$ cat config.mk
export PLATFORM = sky130hd
export DESIGN_NAME = pdbh_convert
export DESIGN_NICKNAME = d
export VERILOG_FILES = /design/src/design/pdbh_pkg.sv /design/src/design/pdbh_convert.sv
export SDC_FILE = /design/constraint.sdc
export NUM_CORES = 2
export LEC_CHECK = 0
export BUFFER_PORTS_ARGS = -buffer_cell sky130_fd_sc_hd__buf_2
export CAP_MARGIN = 20
export CORE_MARGIN = 8
export CORE_UTILIZATION = 50
export CTS_BUF_LIST = sky130_fd_sc_hd__clkbuf_16
export DETAILED_ROUTE_END_ITERATION = 10
export GPL_ROUTABILITY_DRIVEN = 1
export PLACE_DENSITY_LB_ADDON = 0.25
export SLEW_MARGIN = 20
export SYNTH_ARGS = -nofsm -noshare
export SYNTH_HDL_FRONTEND = slang
export SYNTH_SLANG_ARGS = --single-unit
$ cat constraint.sdc
create_clock -name clk_i -period 13.8 [get_ports clk_i]
set_clock_uncertainty 0.2 [all_clocks]
set_input_delay 0.69 -clock clk_i [delete_from_list [all_inputs] [get_ports clk_i]]
set_output_delay 0.69 -clock clk_i [all_outputs]
set_load 0.005 [all_outputs]
$ cat src/design/pdbh_pkg.sv
`timescale 1ns / 1ps
// ----------------------------------------------------------------------------
// pdbh_pkg
// Shared constants and types for the display byte converter and histogram.
// ----------------------------------------------------------------------------
package pdbh_pkg;

  localparam int COUNT_WIDTH_DEF = 32;
  localparam int SCALE_FRAC_DEF  = 16;

  localparam int SAMPLE_W   = 32;
  localparam int BYTE_W     = 8;
  localparam int BIN_W      = 8;
  localparam int NUM_BINS   = 256;
  localparam int FACTOR_W   = 24;
  localparam int RESULT_W   = 32;
  localparam int CFG_IDX_W  = 3;
  localparam int CFG_DATA_W = 32;
  localparam int PROD_W     = SAMPLE_W + FACTOR_W;

  // operation codes
  localparam logic [1:0] OP_CONVERT = 2'd0;
  localparam logic [1:0] OP_CLEAR   = 2'd1;
  localparam logic [1:0] OP_READ    = 2'd2;

  // sample types
  localparam logic [1:0] TYPE_S8  = 2'd0;
  localparam logic [1:0] TYPE_S16 = 2'd1;

  // conversion modes
  localparam logic [1:0] MODE_BITS  = 2'd1;
  localparam logic [1:0] MODE_SCALE = 2'd2;

  // register indexes
  localparam logic [CFG_IDX_W-1:0] REG_SAMPLE_TYPE  = 3'd0;
  localparam logic [CFG_IDX_W-1:0] REG_CONV_MODE    = 3'd1;
  localparam logic [CFG_IDX_W-1:0] REG_LOW_BIT      = 3'd2;
  localparam logic [CFG_IDX_W-1:0] REG_HIGH_BIT     = 3'd3;
  localparam logic [CFG_IDX_W-1:0] REG_SCALE_LOW    = 3'd4;
  localparam logic [CFG_IDX_W-1:0] REG_SCALE_HIGH   = 3'd5;
  localparam logic [CFG_IDX_W-1:0] REG_SCALE_FACTOR = 3'd6;
  localparam logic [CFG_IDX_W-1:0] REG_COLLECT      = 3'd7;

  localparam logic [BYTE_W-1:0]   BYTE_MAX       = 8'hFF;
  localparam logic [4:0]          HIGH_BIT_RST   = 5'd7;
  localparam logic [SAMPLE_W-1:0] SCALE_HIGH_RST = 32'd255;
  localparam logic [FACTOR_W-1:0] FACTOR_RST     = 24'd65536;

  typedef struct packed {
    logic [1:0]          sample_type;
    logic [1:0]          mode;
    logic [4:0]          low_bit;
    logic [4:0]          high_bit;
    logic [SAMPLE_W-1:0] scale_low;
    logic [SAMPLE_W-1:0] scale_high;
    logic [FACTOR_W-1:0] scale_factor;
  } conv_cfg_t;

  typedef struct packed {
    logic             rd_en;
    logic             wr_en;
    logic             clr;
    logic [BIN_W-1:0] addr;
  } hist_cmd_t;

endpackage

$ cat src/design/pdbh_convert.sv
`timescale 1ns / 1ps
// ----------------------------------------------------------------------------
// pdbh_convert
// Four-stage sample to display byte path: sign extension, clamp or bit range
// extraction, offset subtract, fixed-point multiply and saturation.
// ----------------------------------------------------------------------------
module pdbh_convert #(
  parameter int SCALE_FRAC_BITS = pdbh_pkg::SCALE_FRAC_DEF
) (
  input  logic                            clk_i,
  input  logic                            rst_ni,
  input  pdbh_pkg::conv_cfg_t             cfg_i,
  input  logic                            in_vld_i,
  input  logic [pdbh_pkg::SAMPLE_W-1:0]   sample_i,
  output logic                            out_vld_o,
  output logic [pdbh_pkg::BYTE_W-1:0]     byte_o
);
  import pdbh_pkg::*;

  localparam int QW = PROD_W - SCALE_FRAC_BITS;

  logic signed [SAMPLE_W-1:0] sext;
  logic signed [SAMPLE_W-1:0] clamped;
  logic signed [SAMPLE_W-1:0] shifted;
  logic [5:0]                 nbits;
  logic [BYTE_W-1:0]          mask8;
  logic [BYTE_W-1:0]          byte1_d;
  logic [SAMPLE_W:0]          diff;
  logic [PROD_W-1:0]          prod_d;
  logic [QW-1:0]              quot;

  logic                       v1_q, v2_q, v3_q;
  logic                       scale1_q, scale2_q, scale3_q;
  logic [BYTE_W-1:0]          byte1_q, byte2_q, byte3_q;
  logic signed [SAMPLE_W-1:0] clamp1_q;
  logic                       neg2_q;
  logic [SAMPLE_W-1:0]        d2_q;
  logic [PROD_W-1:0]          prod3_q;

  // stage 1: sign extension, clamp, bit range extraction
  always_comb begin
    case (cfg_i.sample_type)
      TYPE_S8:  sext = {{(SAMPLE_W-8){sample_i[7]}}, sample_i[7:0]};
      TYPE_S16: sext = {{(SAMPLE_W-16){sample_i[15]}}, sample_i[15:0]};
      default:  sext = sample_i;
    endcase

    clamped = sext;
    if (clamped < $signed(cfg_i.scale_low)) clamped = $signed(cfg_i.scale_low);
    if (clamped > $signed(cfg_i.scale_high)) clamped = $signed(cfg_i.scale_high);

    shifted = sext >>> cfg_i.low_bit;
    nbits   = 6'(cfg_i.high_bit) - 6'(cfg_i.low_bit) + 6'd1;
    for (int k = 0; k < BYTE_W; k++) begin
      mask8[k] = (6'(k) < nbits);
    end

    case (cfg_i.mode)
      MODE_BITS: begin
        if (cfg_i.high_bit < cfg_i.low_bit) byte1_d = '0;
        else byte1_d = shifted[BYTE_W-1:0] & mask8;
      end
      default: byte1_d = sample_i[BYTE_W-1:0];
    endcase
  end

  // stage 2: offset from the lower bound, exact in 33 bits
  assign diff = {clamp1_q[SAMPLE_W-1], clamp1_q} -
                {cfg_i.scale_low[SAMPLE_W-1], cfg_i.scale_low};

  // stage 3: fixed-point multiply, negative offsets give zero
  assign prod_d = neg2_q ? '0 : (PROD_W'(d2_q) * PROD_W'(cfg_i.scale_factor));

  // stage 4: truncate fraction and saturate
  assign quot      = prod3_q[PROD_W-1:SCALE_FRAC_BITS];
  assign out_vld_o = v3_q;
  assign byte_o    = !scale3_q ? byte3_q :
                     (|quot[QW-1:BYTE_W]) ? BYTE_MAX : quot[BYTE_W-1:0];

  always_ff @(posedge clk_i or negedge rst_ni) begin
    if (!rst_ni) begin
      v1_q <= 1'b0;
      v2_q <= 1'b0;
      v3_q <= 1'b0;
    end else begin
      v1_q <= in_vld_i;
      v2_q <= v1_q;
      v3_q <= v2_q;
    end
  end

  always_ff @(posedge clk_i) begin
    scale1_q <= (cfg_i.mode == MODE_SCALE);
    byte1_q  <= byte1_d;
    clamp1_q <= clamped;
    scale2_q <= scale1_q;
    byte2_q  <= byte1_q;
    neg2_q   <= diff[SAMPLE_W];
    d2_q     <= diff[SAMPLE_W-1:0];
    scale3_q <= scale2_q;
    byte3_q  <= byte2_q;
    prod3_q  <= prod_d;
  end

endmodule

==> summary.md <==
| Metric | Value |
|---|---|
| Status | `finished, final reports clean` |
| Starting density of the core | `0.5042` |
| Top post-synthesis cells by area | `fa_1 39%, ha_1 11%, inv_1 9.2%` |
| Grt met2 use | `0.4435` |
| Port bufs | `~150` |
| Reg2reg end | `prod3_q[55]$_SDFF_PP0_` |
| Worst min path class | `reg -> reg` |
| DRC Markers | `0` |
| Maximum fanout along the worst path | `15` |
| Synth Register Bits | `between 100 and 150` |
| Critical Path Source | `d2_q[22]$_DFF_P_` |
| Number of CTS-inserted buffers | `17` |
| FMAX | `124.3 MHz` |
| CP Capture Point | `prod3_q[55]$_SDFF_PP0_` |
| 1st-pass router iterations | `5` |
| Worst path cell trace | `buf_4 -> and2_1 -> fa_1 -> fa_1 -> inv_1 -> fa_1 -> fa_1 -> inv_1 -> fa_1 -> fa_1 -> inv_1 -> fa_1 -> inv_1 -> ha_1 -> a21oi_1 -> o21ai_0 -> nor4_1 -> o21ai_0 -> a2111oi_0 -> nor2_1 -> a211oi_1 -> xnor2_1 -> nor2_1` |
| Arrival time at the worst endpoint | `a little over 8 ns` |
| Routability congestion estimate | `between 0.9 and 1` |
| Synth Net Count | `4891` |
| Rows | `95` |
| Unique masters post-synth | `70` |
| Largest net degree at the start of global routing | `42` |
| # clock sinks | `135` |
| CTS resizes | `0` |
| Total number of vias | `25.75k` |
| Post-synth EDFFs | `0` |
| Slew @ Worst Pin | `0.9335 ns` |
| Worst Reg-to-Reg Cells | `23` |
| Share of the synthesized area in the top cell type | `0.3909` |
| Grt ovf | `0` |
| Max-Cap Viols | `0` |
| Reg-to-reg startpoint | `d2_q[22]$_DFF_P_` |
| Register area share after synthesis | `0.08040` |
| Worst slew margin | `0.3750` |
| Clk buf depth | `2` |
| Clock-pin slew on the worst setup and hold paths | `0.06 ns` |
| Ys Warns | `0` |
| Post CTS Setup Buffer Count | `0` |
| Core area | `0.06704 mm²` |
| Critical path class | `reg -> reg` |
| Final Net Count | `4900` |
| Final Hold Fails | `0` |
| Antenna violations before repair | `4` |
| Total GRT Usage | `0.2479` |
| TritonCTS clock tree | `built` |
| Starting DRT DRC Count | `between 1.5k and 2k` |
| Area leader, netlist | `fa_1` |
| Via-to-Cell Ratio | `5.468` |
| Gr busiest metal | `met2` |
| Setup crit end kind | `register` |
| Top-Level Pins | `146` |
| Avg Inst Size Synth | `roughly 9 µm²` |
| Share of layout cells above drive strength 1 | `0.08011` |
| RSZ-0062 raised after global routing | `false` |
| Worst EP required | `approximately 14 ns` |
| Root Driver | `clkbuf_16` |
| Worst-skew pair later-pin latency | `0.44 ns` |
| Post-CTS Hold Buffers | `1` |
| Post-Syn Instances | `3810` |
| Total negative setup slack | `0 ns` |
| R2R Setup Slk | `5.75 ns` |
| HPWL Detailed | `74960 µm` |
| Chip width | `276.0 µm` |
| Final ANT Viol Nets | `0` |
| Die area | `0.07618 mm²` |
| Dominant synthesized flop cell | `dfxtp_1` |
| Hold Startpoint | `byte2_q[7]$_DFF_P_` |
| Crit path largest cell delay | `0.87 ns` |
| Met1 Use GR | `0.2850` |
| H-tree depth | `4` |
| Die height | `about 280 µm` |
| Crit path launch type | `register` |
| Fin. max-slew vios | `0` |
| Number of global-route vias before repair | `between 20k and 30k` |
| Met3 Use GR | `0.03007` |
| Most used cell, CP | `fa_1` |
| Area grow syn2layout | `5.652%` |
| Final wirelength | `92680 µm` |
| Mapped Area | `0.03380 mm²` |
| Wirelength per Cell | `19.69 µm` |
| Ys async rst share | `0.02222` |
| Global-route wire length before repair | `about 150000 µm` |
| Period utilization | `0.5832` |
| Final Setup Violations | `0` |
| Min Clock Period, post-route | `8.048 ns` |
| Slowest cell on the critical path | `a2111oi_0` |
==> metrics by stage <==
step                      utilization  cells  cell area (µm²)  hold slack (ns)  worst slack (ns)
after global placement         0.5242   4672            35140           0.1111             5.477
final                          0.5327   4708            35710           0.1192             5.753
after detailed placement       0.5242   4672            35140           0.1121             5.303
after CTS                      0.5326   4705            35710           0.1247             5.644
after floorplan                     -   3810            33800           0.1096             6.631
after global routing           0.5327   4707            35710           0.1237             5.272
==> synthesized netlist by cell type, drive strengths merged (6+ instances only) <==
master,number
a211oi,10
a21o,59
a21oi,134
a31oi,14
and2,413
and3,6
buf,11
clkbuf,181
dfxtp,132
fa,660
ha,284
inv,825
mux2,68
mux2i,37
mux4,20
nand2,442
nand2b,8
nand3,17
nand4,40
nor2,111
nor2b,14
nor3,19
nor4,14
o211ai,12
o21a,26
o21ai,84
o21bai,14
o22a,8
o31ai,6
or3,8
xnor2,45
xor2,20
==> critical path: cells and delay by family (launching register included) <==
| kind | cells | cell delay [ns] |
|---|---|---|
| AO/OA/AOI/OAI | 5 | 1.83 |
| XOR/XNOR | 1 | 0.16 |
| adder cells (fa/ha/maj) | 8 | 3.90 |
| buffers and inverters | 5 | 0.56 |
| flip-flops | 1 | 0.63 |
| AND/OR/NAND/NOR | 4 | 0.64 |
==> placed cells by master (no fill, tap or decap), types with 83 or more instances in the layout <==
cell type,synthesis,layout
buf_2,4,145
o21ai_0,83,83
and2_1,413,413
nand2_1,442,442
dfxtp_1,132,132
a21oi_1,134,134
fa_1,660,660
inv_1,824,827
nor2_1,111,111
ha_1,284,284
==> how the worst min path moves through the flow <==
stage | to | slack (ns) | cells after the start
final | byte3_q[7]$_DFF_P_ | 0.12 | 0
after global routing | byte2_q[3]$_DFF_P_ | 0.12 | 0
after CTS | byte3_q[7]$_DFF_P_ | 0.12 | 0
after detailed placement | byte3_q[1]$_DFF_P_ | 0.11 | 0
after global placement | byte3_q[3]$_DFF_P_ | 0.11 | 0
after floorplan | byte2_q[0]$_DFF_P_ | 0.11 | 0
==> cell families after synthesis <==
kind of cell | synth area share
adder cells (fa/ha/maj) | 0.4960
multiplexers | 0.05086
flip-flops | 0.08040
XOR/XNOR | 0.01684
buffers and inverters | 0.1140
AO/OA/AOI/OAI | 0.07829
AND/OR/NAND/NOR | 0.1636
==> registers in the layout (all words and copies together) (netlist names), 8 cells and up <==
name / count
d2_q: 32
byte3_q: 8
clamp1_q: 32
byte2_q: 8
byte1_q: 8
prod3_q: 40
==> cell type report <==
type / count / area [µm²]
diodes: 3 / 7.507
clock buffers: 17 / 425.4
flip-flops and latches: 135 / 2718
well taps: 873 / 1092
fillers: 6353 / 31330
inverters: 827 / 3104
repair buffers: 182 / 1006
clock inverters: 15 / 127.6
multi-input cells: 2656 / 27230
==> metal layers <==
metal,wire [µm],share of wire
met4,5909,0.064
met2,46920,0.51
met1,35660,0.38
met5,13,0.00014
met3,4175,0.045
Power is not shown: default switching activity piles up to over one toggle a cycle in this logic, so the estimate is an artifact.
